`src/rtl/core/byte_level_token_text_decoder_macros.svh`:
```
// Assertion helpers shared by the decoder modules.
`ifndef BYTE_LEVEL_TOKEN_TEXT_DECODER_MACROS_SVH
`define BYTE_LEVEL_TOKEN_TEXT_DECODER_MACROS_SVH

// A property that must hold on every clock edge outside reset.
`define BLTTD_ASSERT(lbl, clk, rst, prop, msg) \
  lbl: assert property (@(posedge clk) disable iff (rst) (prop)) else $error(msg);

// A condition that implies another one in the same cycle.
`define BLTTD_ASSERT_IMPL(lbl, clk, rst, ante, cons, msg) \
  lbl: assert property (@(posedge clk) disable iff (rst) (ante) |-> (cons)) else $error(msg);

`endif

```
`src/rtl/core/blttd_pkg.sv`:
```
`default_nettype none

package blttd_pkg;

  typedef enum logic [1:0] {
    STATUS_OK       = 2'd0,
    STATUS_TRUNC    = 2'd1,
    STATUS_BAD_LEAD = 2'd2,
    STATUS_UNMAPPED = 2'd3
  } status_t;

  localparam logic [7:0] MARK_B0 = 8'hE2;
  localparam logic [7:0] MARK_B1 = 8'h96;
  localparam logic [7:0] MARK_B2 = 8'h81;
  localparam logic [7:0] SPACE   = 8'h20;

  // One result word.
  typedef struct packed {
    logic [7:0] out_byte;
    status_t    status;
    logic       run_last;
    logic       text_end;
  } result_t;

  // All results caused by one input byte, the first one in entry 0.
  typedef struct packed {
    logic [1:0]        count;
    result_t [2:0]     res;
  } bundle_t;

  // Inverse of the byte-to-unicode table: bit 8 says the code point is mapped.
  function automatic logic [8:0] inverse_map(input logic [20:0] cp);
    logic [7:0] lo;
    logic [8:0] r;
    lo = cp[7:0];
    r  = 9'd0;
    if (cp[20:8] == 13'd0 &&
        (lo inside {[8'd33:8'd126], [8'd161:8'd172], [8'd174:8'd255]})) begin
      r = {1'b1, lo};
    end else if (cp[20:8] == 13'd1 && lo <= 8'd67) begin
      if (lo < 8'd33) begin
        r = {1'b1, lo};
      end else if (lo < 8'd67) begin
        r = {1'b1, lo + 8'd94};
      end else begin
        r = {1'b1, 8'd173};
      end
    end
    return r;
  endfunction

endpackage

`default_nettype wire

```
`src/rtl/core/blttd_decode.sv`:
```
`default_nettype none
`include "byte_level_token_text_decoder_macros.svh"

module blttd_decode (
  input  wire logic              clk,
  input  wire logic              rst,
  input  wire logic              clear,
  input  wire logic              step,
  input  wire logic              mode,
  input  wire logic [7:0]        in_byte,
  input  wire logic              in_last,
  output blttd_pkg::bundle_t     bundle
);
  import blttd_pkg::*;

  logic [20:0] code_accum, code_accum_next;
  logic [1:0]  bytes_left, bytes_left_next;
  logic [1:0]  marker_matched, marker_matched_next;
  logic        discarding, discarding_next;

  logic [20:0] acc;
  logic [1:0]  left;
  logic        lead_bad;
  logic [8:0]  mapped;

  always_comb begin
    code_accum_next     = code_accum;
    bytes_left_next     = bytes_left;
    marker_matched_next = marker_matched;
    discarding_next     = discarding;
    bundle              = '0;
    acc                 = code_accum;
    left                = bytes_left;
    lead_bad            = 1'b0;
    mapped              = 9'd0;

    if (mode) begin
      if (discarding) begin
        if (in_last) begin
          discarding_next = 1'b0;
        end
      end else begin
        if (bytes_left == 2'd0) begin
          if (in_byte[7] == 1'b0) begin
            acc = {13'd0, in_byte};
          end else if ((in_byte & 8'hE0) == 8'hC0) begin
            acc  = {16'd0, in_byte[4:0]};
            left = 2'd1;
          end else if ((in_byte & 8'hF0) == 8'hE0) begin
            acc  = {17'd0, in_byte[3:0]};
            left = 2'd2;
          end else if ((in_byte & 8'hF8) == 8'hF0) begin
            acc  = {18'd0, in_byte[2:0]};
            left = 2'd3;
          end else begin
            lead_bad = 1'b1;
          end
        end else begin
          acc  = {code_accum[14:0], in_byte[5:0]};
          left = bytes_left - 2'd1;
        end
        mapped = inverse_map(acc);

        if (lead_bad || (left != 2'd0 && in_last) || (left == 2'd0 && !mapped[8])) begin
          // Error word: clear everything and drop the rest of the string.
          code_accum_next       = '0;
          bytes_left_next       = '0;
          discarding_next       = !in_last;
          bundle.count          = 2'd1;
          bundle.res[0].run_last = 1'b1;
          bundle.res[0].text_end = 1'b1;
          if (lead_bad) begin
            bundle.res[0].status = STATUS_BAD_LEAD;
          end else if (left != 2'd0) begin
            bundle.res[0].status = STATUS_TRUNC;
          end else begin
            bundle.res[0].status = STATUS_UNMAPPED;
          end
        end else if (left != 2'd0) begin
          code_accum_next = acc;
          bytes_left_next = left;
        end else begin
          code_accum_next        = '0;
          bytes_left_next        = '0;
          bundle.count           = 2'd1;
          bundle.res[0].out_byte = mapped[7:0];
          bundle.res[0].status   = STATUS_OK;
          bundle.res[0].run_last = 1'b1;
          bundle.res[0].text_end = in_last;
        end
      end
    end else begin
      if (marker_matched == 2'd2 && in_byte == MARK_B2) begin
        marker_matched_next    = 2'd0;
        bundle.count           = 2'd1;
        bundle.res[0].out_byte = SPACE;
        bundle.res[0].run_last = 1'b1;
        bundle.res[0].text_end = in_last;
      end else if (marker_matched == 2'd1 && in_byte == MARK_B1 && !in_last) begin
        marker_matched_next = 2'd2;
      end else begin
        // Flush any pending marker bytes, then look at this byte afresh.
        bundle.res[0].out_byte = MARK_B0;
        bundle.res[1].out_byte = MARK_B1;
        if (in_byte == MARK_B0 && !in_last) begin
          marker_matched_next = 2'd1;
          bundle.count        = marker_matched;
          if (marker_matched != 2'd0) begin
            bundle.res[marker_matched - 2'd1].run_last = 1'b1;
          end
        end else begin
          marker_matched_next                        = 2'd0;
          bundle.count                               = marker_matched + 2'd1;
          bundle.res[marker_matched].out_byte        = in_byte;
          bundle.res[marker_matched].run_last        = 1'b1;
          bundle.res[marker_matched].text_end        = in_last;
        end
      end
    end
  end

  always_ff @(posedge clk) begin
    if (rst || clear) begin
      code_accum     <= '0;
      bytes_left     <= '0;
      marker_matched <= '0;
      discarding     <= 1'b0;
    end else if (step) begin
      code_accum     <= code_accum_next;
      bytes_left     <= bytes_left_next;
      marker_matched <= marker_matched_next;
      discarding     <= discarding_next;
    end
  end

  `BLTTD_ASSERT_IMPL(a_err_word, clk, rst, step && bundle.count != 2'd0 && bundle.res[0].status != STATUS_OK, bundle.count == 2'd1 && bundle.res[0].out_byte == 8'd0 && bundle.res[0].text_end, "error word malformed")
  `BLTTD_ASSERT_IMPL(a_discard_mode, clk, rst, discarding, mode && marker_matched == 2'd0, "discarding outside byte-level mode")

endmodule

`default_nettype wire

```
`src/rtl/core/blttd_out_queue.sv`:
```
`default_nettype none
`include "byte_level_token_text_decoder_macros.svh"

module blttd_out_queue (
  input  wire logic               clk,
  input  wire logic               rst,
  input  wire logic               load_en,
  input  blttd_pkg::bundle_t      bundle,
  output logic                    load_ready,
  output logic                    m_tvalid,
  input  wire logic               m_tready,
  output blttd_pkg::result_t      head
);
  import blttd_pkg::*;

  result_t [2:0] res;
  logic [1:0]    cnt;
  logic          take;

  assign m_tvalid   = (cnt != 2'd0);
  assign head       = res[0];
  assign take       = m_tvalid && m_tready;
  // Room for a new bundle once the last pending word leaves this cycle.
  assign load_ready = (cnt == 2'd0) || (cnt == 2'd1 && take);

  always_ff @(posedge clk) begin
    if (rst) begin
      cnt <= 2'd0;
    end else if (load_en) begin
      cnt <= bundle.count;
    end else if (take) begin
      cnt <= cnt - 2'd1;
    end
  end

  always_ff @(posedge clk) begin
    if (load_en) begin
      res <= bundle.res;
    end else if (take) begin
      res <= {res[2], res[2], res[1]};
    end
  end

  `BLTTD_ASSERT_IMPL(a_load_room, clk, rst, load_en, cnt == 2'd0 || (cnt == 2'd1 && take), "bundle loaded over pending words")
  `BLTTD_ASSERT_IMPL(a_final_run_last, clk, rst, cnt == 2'd1, res[0].run_last, "final word of a byte lacks run_last")
  `BLTTD_ASSERT_IMPL(a_early_run_last, clk, rst, cnt > 2'd1, !res[0].run_last && !res[0].text_end, "run_last before final word")

endmodule

`default_nettype wire

```
`src/rtl/core/byte_level_token_text_decoder.sv`:
```
// Path: a byte accepted into the input register is decoded there and its
// result words are loaded into the result queue, whose head drives m_tvalid;
// the byte waits in the input register while the queue has no room for it.
// Throughput: one byte per cycle while each byte gives at most one word and
// m_tready is high; after a byte that gives several words, the next byte waits until the last of them leaves.
// Reset (rst, synchronous): byte-level mode on, decode state cleared, no
// words pending.
`default_nettype none

module byte_level_token_text_decoder (
  input  wire logic        clk,
  input  wire logic        rst,
  // Configuration: bit 0 is byte_level_mode.
  input  wire logic        cfg_we,
  input  wire logic        cfg_wdata,
  // Input words.
  input  wire logic        s_tvalid,
  output logic             s_tready,
  input  wire logic [7:0]  s_tdata,   // [7:0] in_byte
  input  wire logic        s_tlast,   // last_byte
  // Result words.
  output logic             m_tvalid,
  input  wire logic        m_tready,
  output logic [15:0]      m_tdata,   // [7:0] out_byte, [9:8] status, rest zero
  output logic             m_tuser,   // run_last
  output logic             m_tlast    // text_end
);
  import blttd_pkg::*;

  // Mode register; any write also clears the decode state.
  logic       mode;

  // Input register: holds one byte until the queue can take its results.
  logic       in_valid;
  logic [7:0] in_byte;
  logic       in_last;

  logic       advance;
  logic       load_ready;
  bundle_t    bundle;
  result_t    head;

  assign advance  = in_valid && load_ready;
  assign s_tready = !in_valid || advance;

  always_ff @(posedge clk) begin
    if (rst) begin
      mode <= 1'b1;
    end else if (cfg_we) begin
      mode <= cfg_wdata;
    end
  end

  always_ff @(posedge clk) begin
    if (rst) begin
      in_valid <= 1'b0;
    end else if (s_tready) begin
      in_valid <= s_tvalid;
    end
  end

  always_ff @(posedge clk) begin
    if (s_tvalid && s_tready) begin
      in_byte <= s_tdata;
      in_last <= s_tlast;
    end
  end

  // The decode step runs in the cycle its results move into the queue.
  blttd_decode u_decode (
    .clk     (clk),
    .rst     (rst),
    .clear   (cfg_we),
    .step    (advance),
    .mode    (mode),
    .in_byte (in_byte),
    .in_last (in_last),
    .bundle  (bundle)
  );

  blttd_out_queue u_queue (
    .clk        (clk),
    .rst        (rst),
    .load_en    (advance),
    .bundle     (bundle),
    .load_ready (load_ready),
    .m_tvalid   (m_tvalid),
    .m_tready   (m_tready),
    .head       (head)
  );

  assign m_tdata = {6'd0, head.status, head.out_byte};
  assign m_tuser = head.run_last;
  assign m_tlast = head.text_end;

endmodule

`default_nettype wire
```
`config.mk`:
```
export PLATFORM = sky130hd
export DESIGN_NAME = byte_level_token_text_decoder
export DESIGN_NICKNAME = d
export VERILOG_FILES = /design/src/rtl/core/blttd_pkg.sv /design/src/rtl/core/blttd_decode.sv /design/src/rtl/core/blttd_out_queue.sv /design/src/rtl/core/byte_level_token_text_decoder.sv
export VERILOG_INCLUDE_DIRS = /design/src /design/src/rtl/core
export SDC_FILE = /design/constraint.sdc
export NUM_CORES = 1
export LEC_CHECK = 0
export BUFFER_PORTS_ARGS = -buffer_cell sky130_fd_sc_hd__buf_2
export CORE_MARGIN = 4
export CORE_UTILIZATION = 40
export CTS_CLUSTER_SIZE = 25
export DETAILED_ROUTE_END_ITERATION = 10
export HOLD_SLACK_MARGIN = 0.02
export PLACE_DENSITY = 0.65
export RECOVER_POWER = 25
export SLEW_MARGIN = 20
export SYNTH_ARGS = -nofsm -noshare
export SYNTH_HDL_FRONTEND = slang
export SYNTH_SLANG_ARGS = --single-unit
```
`constraint.sdc`:
```
create_clock -name clk -period 5.2 [get_ports clk]
set_input_delay 0.78 -clock clk [delete_from_list [all_inputs] [get_ports clk]]
set_output_delay 0.78 -clock clk [all_outputs]
set_load 0.005 [all_outputs]
```
## Word level (Yosys, flattened, before mapping)

Cells that the tools add are included.

- Flip-flop bits (word level): 75
- Input port bits: 15
- Output and inout bits: 20

- Add/subtract/negate cells: 5
- Order comparisons: 13
- Equal/unequal tests: 10
- Mux-type cells: 71
- Bitwise gates (word level): 5
- Reduce and logical (&&, ||, !) cells: 37

Operator list:

| operator | number |
|---|---|
| two-way mux 21 bit | 9 |
| demux 12 bit (select 2 bit) | 4 |
| two-way mux 38 bit | 2 |
| bitwise mux 36 bit | 2 |
| two-way mux 24 bit | 3 |
| two-way mux 12 bit | 4 |
| two-way mux 2 bit | 23 |
| two-way mux 9 bit | 5 |
| two-way mux 36 bit | 1 |
| AND 28 bit | 1 |
| two-way mux 26 bit | 1 |
| == test 8 bit, second input constant | 3 |
| two-way mux 8 bit | 3 |
| logical AND 1 bit | 17 |
| greater-or-equal comparator 8 bit, second input constant | 2 |
| <= comparator 8 x 7 -> 1 bit, second input constant | 2 |
| <= comparator 8 bit, second input constant | 2 |
| == test 13 x 1 -> 1 bit, second input constant | 1 |
| logical NOT 13 bit | 1 |
| two-way mux 1 bit | 13 |
| adder 8 x 7 -> 8 bit, second input constant | 1 |
| greater-or-equal comparator 8 x 6 -> 1 bit, second input constant | 1 |
| less-than comparator 8 x 6 -> 1 bit, second input constant | 1 |
| less-than comparator 8 x 7 -> 1 bit, second input constant | 1 |
| other kinds (20) | 38 |

## Depth between registers and ports, before layout

- Depth after elaboration: 22
- Depth in mapped cells: 14
- Gate-level depth less buffers: 11

## Hierarchy

From an unflattened synthesis, not the netlist that was laid out.

- Cells, all modules: 481
- Area, all modules: 4583.1 um^2

By module, submodules not included:

| module | times used | cells each | area an instance (um^2) | sequential area each (um^2) |
|---|---|---|---|---|
| blttd_decode | 1 | 349 | 2476.1 | 520.5 |
| blttd_out_queue | 1 | 107 | 1697.9 | 1121.1 |
| byte_level_token_text_decoder | 1 | 25 | 409.1 | 310.3 |

## Worst setup path before layout

OpenSTA, ideal clock, no wires.

- Path type: reg-to-reg
- From: register in_byte[6]
- To: register u_queue.res, in the netlist u_queue.head[6], data pin
- Library setup time: 0.265 ns
- Data arrival time: 2.776 ns
- Data required time: 4.935 ns
- Setup slack: 2.160 ns
- Cell stages (with the launch flop): 14
- Path buffers: 2
- Period minus slack after synthesis: 3.040 ns
- Cell sequence: edfxtp_1 buf_2 nor4b_2 a211oi_1 nor2_1 inv_1 ha_1 a2111o_1 o22ai_2 a211oi_2 buf_2 nor2_1 and3_1 o31ai_2

- Cells in the longest elaborated chain, start to end: 22

Ends and longest elaborated chain:

| what | line | RTL |
|---|---|---|
| start: declaration | byte_level_token_text_decoder.sv:35 | `logic [7:0] in_byte;` |
| start signal: assignment | byte_level_token_text_decoder.sv:64 | `in_byte <= s_tdata;` |
| branches (longest 20 deep; another with adder 8 x 7 -> 8 bit) | n/a |  |
| two-way mux 12 bit * | blttd_decode.sv:37 | `if (mode) begin` |
| two-way mux 36 bit * | blttd_out_queue.sv:37 | `if (load_en) begin` |
| end signal: assignment | blttd_out_queue.sv:38 | `res <= bundle.res;` |
| end signal: assignment | blttd_out_queue.sv:40 | `res <= {res[2], res[2], res[1]};` |
| end: declaration | blttd_out_queue.sv:16 | `result_t [2:0] res;` |

Mark *: on every way between the ends. The select of a mux whose other input is x is not followed.
A chain may end at the register's enable or synchronous reset.

## Final worst setup path

- From: register in_byte[4]
- To: register u_queue.res, in the netlist u_queue.head[7], data pin

Same word-level chain as after synthesis.

==> reports/qor.txt <==
run status = finished, final reports clean
final net count = 470
fin. max-slew vios = 0
vias in the first global route = 3024
cell count after placement = 569
Hold Crit Class = register to register
largest net degree at the start of global routing = 37
Synth top area share = 30.9%
Final Hold Fails = 0
die height = 109 microns
Critical Path AT = 4.09 ns
TNS Setup = 0 ns
Max-Cap Viols = 0
Clock Sinks = 72
num rows = 36
H-Tree Depth = 3
DRT Pass-1 Iters = 7
Least-Margin Pin Slew = 0.971 ns
Seq/Total Area, Yosys = 45.6%
area leader, netlist = edfxtp_1
final hold slack = 0.502 ns
die area = 11900 sq um
Post-Place Cell Area = 4180 sq um
die width = 109 microns
Post-synth EDFFs = 42
# setup viols final = 0
post-synth design cell area = 4080 sq um
Critical Path RT = 5.39 ns
mean post-synth cell area = 9.23 sq um
initial antenna violation count = 0
Async SR Flop Fraction = 0%
Remaining DRCs = 0
Post-synth top cells = nor2_1, edfxtp_1, nand2_1, o21ai_0, dfxtp_1
synthesized instance count = 442
Largest stage delay, worst path = 0.66 ns
slowest stage cell, crit path = a211oi_2
Rel. slew slack = 34.7%
Max IR drop VDD = 129 uV
hold buffers post-CTS = 0
Buffers on Ports = 28
Max Clock Freq = 256 MHz
worst-path fanout max = 15
Layout Cells excl Fill = 585
final WL = 9.55 mm
CP startpoint kind = register
Core ar. = 9860 sq um
Worst setup EP type = register
largest cells by area after synthesis = edfxtp_1, dfxtp_1, nor2_1, o21ai_0, a22oi_1
Post-CTS Resized = 0
Top FF cell, synth = edfxtp_1
gr ovfl total = 0
layout cell share with drive strength beyond 1 = 13.7%
final core occ = 44.2%
Syn. warnings = 0
antenna-violating nets left = 0
vias = 3309
Tot GR Track Use = 16.9%
worst-case clock buffer depth = 2
post-CTS setup buffer count = 0
total power = 1.43 mW
CTS tree = done
Leak Pwr = 1.54 nW
Reg2Reg Setup Slack = 1.29 ns
routability congestion estimate from global placement = 0.919
Layout fillers = 957
clk_skew = 0.0108 ns
PD cells = 327 nW/um^2
register bit total from synthesis = 72
CP delay by family, top = compound AO/OA/AOI/OAI gates
CTS root buffer = clkbuf_8
detailed router's first-iteration violation count = 474
first-pass GRT wire length = 15.5 mm
Final Instance Area = 4360 sq um
hpwl dp = 6.88 mm
pre-CTS worst setup slack = 1.34 ns
IO Pins = 35
ant diodes = 0
CP Cell Sequence = and3_1 -> a211oi_1 -> nor2_1 -> inv_1 -> ha_1 -> a2111o_1 -> o22ai_2 -> a211oi_2 -> o21ai_2 -> or3_1 -> o31ai_2
fin crit period = 3.91 ns
Vias/cell = 5.66
critical path class = register to register
RSZ-0062 raised after global routing = no
TritonCTS Buffers = 9
top-count cell post-synth = nor2_1
final period utilization = 75.1%
Setup WS post-layout = 1.29 ns
area grow syn2layout = 6.99%
Clk Latency, worst-skew pair = 0.35 ns
Buf/Inv on CP = 1
WL per Instance = 16.3 microns
Initial Util = 41.3%
clk slew on worst S/H paths = 0.07 ns
post-synthesis cell type count = 68
## path summary, 6_finish.rpt
check,from,to,cells past startpoint
setup / recovery,in_byte[4],u_queue.head[7],11
hold reg to reg,u_decode.discarding,u_decode.discarding,2
setup reg to reg,in_byte[4],u_queue.head[7],11
hold / removal,u_decode.discarding,u_decode.discarding,2
## state kept, by name (all words and copies together) (netlist names)
register and count:
u_decode.code_accum 21, u_queue.res 21, u_queue.head 12, in_byte 8, u_decode.bytes_left 2, u_decode.marker_matched 2
u_queue.cnt 2, in_last 1, in_valid 1, mode 1, u_decode.discarding 1
## report_power, final
group | switching (mW) | total, mW | internal [mW] | leakage (nW)
clock | 0.207 | 0.424 | 0.216 | 0.0917
sequential | 0.0330 | 0.717 | 0.684 | 0.652
combinational | 0.190 | 0.289 | 0.0984 | 0.796
total | 0.431 | 1.43 | 0.998 | 1.54
## per-layer routing
metal	part of all wire [%]	wire [microns]	track usage [%]	vias to the layer above
li1	-	-	-	1616
met1	48	4570	24.8	1567
met2	45	4300	25.0	116
met3	5.7	546	3.32	10
met4	1.4	129	5.32	0
met5	0	0	0	-
## layout by cell type, fill, tap and decap left out, types with 3 or more instances in the layout
cell	instances
nor2b_1	5
nand2b_1	4
and3_1	3
o211a_1	3
nor3_1	18
dfxtp_1	30
nand3_1	12
a31oi_1	3
and2_1	6
nand4_1	6
a22oi_1	19
conb_1	7
o221ai_1	3
buf_2	23
nor4_1	5
clkinv_1	4
a21boi_0	3
o32ai_1	3
ha_1	8
edfxtp_1	42
a211oi_1	3
inv_1	12
nor2_1	56
clkbuf_8	9
a21oi_1	25
o21ai_0	36
a22o_1	3
clkbuf_1	5
nand2_1	38
or2_2	4
## cell type report
class                   count  area, sq um  area share, %
clock buffers               9          124           2.84
flip-flops and latches     72         1860           42.7
multi-input cells         320         1950           44.6
inverters                  14         52.6           1.20
well taps                 133          166           3.81
clock inverters             7         62.6           1.43
repair buffers             30          149           3.41
## cell families (layout without fill, tap and decap cells)
kind of cell	count (synthesis)	in the layout	share of synthesized area, %
other	1	7	0.0919
multiplexers	3	3	0.767
AND/OR/NAND/NOR	169	169	19.9
adder cells (fa/ha/maj)	8	8	2.45
AO/OA/AOI/OAI	132	132	23.7
flip-flops	72	72	45.6
XOR/XNOR	1	1	0.215
buffers and inverters	56	60	7.27
## worst register-to-register path: stages, from the launching register on
cell      delay, ns
edfxtp_1       0.60
and3_1         0.32
a211oi_1       0.55
nor2_1         0.20
inv_1          0.16
ha_1           0.17
a2111o_1       0.14
o22ai_2        0.08
a211oi_2       0.66
o21ai_2        0.14
or3_1          0.46
o31ai_2        0.28
Note: power is estimated with default switching activity, not from simulation.
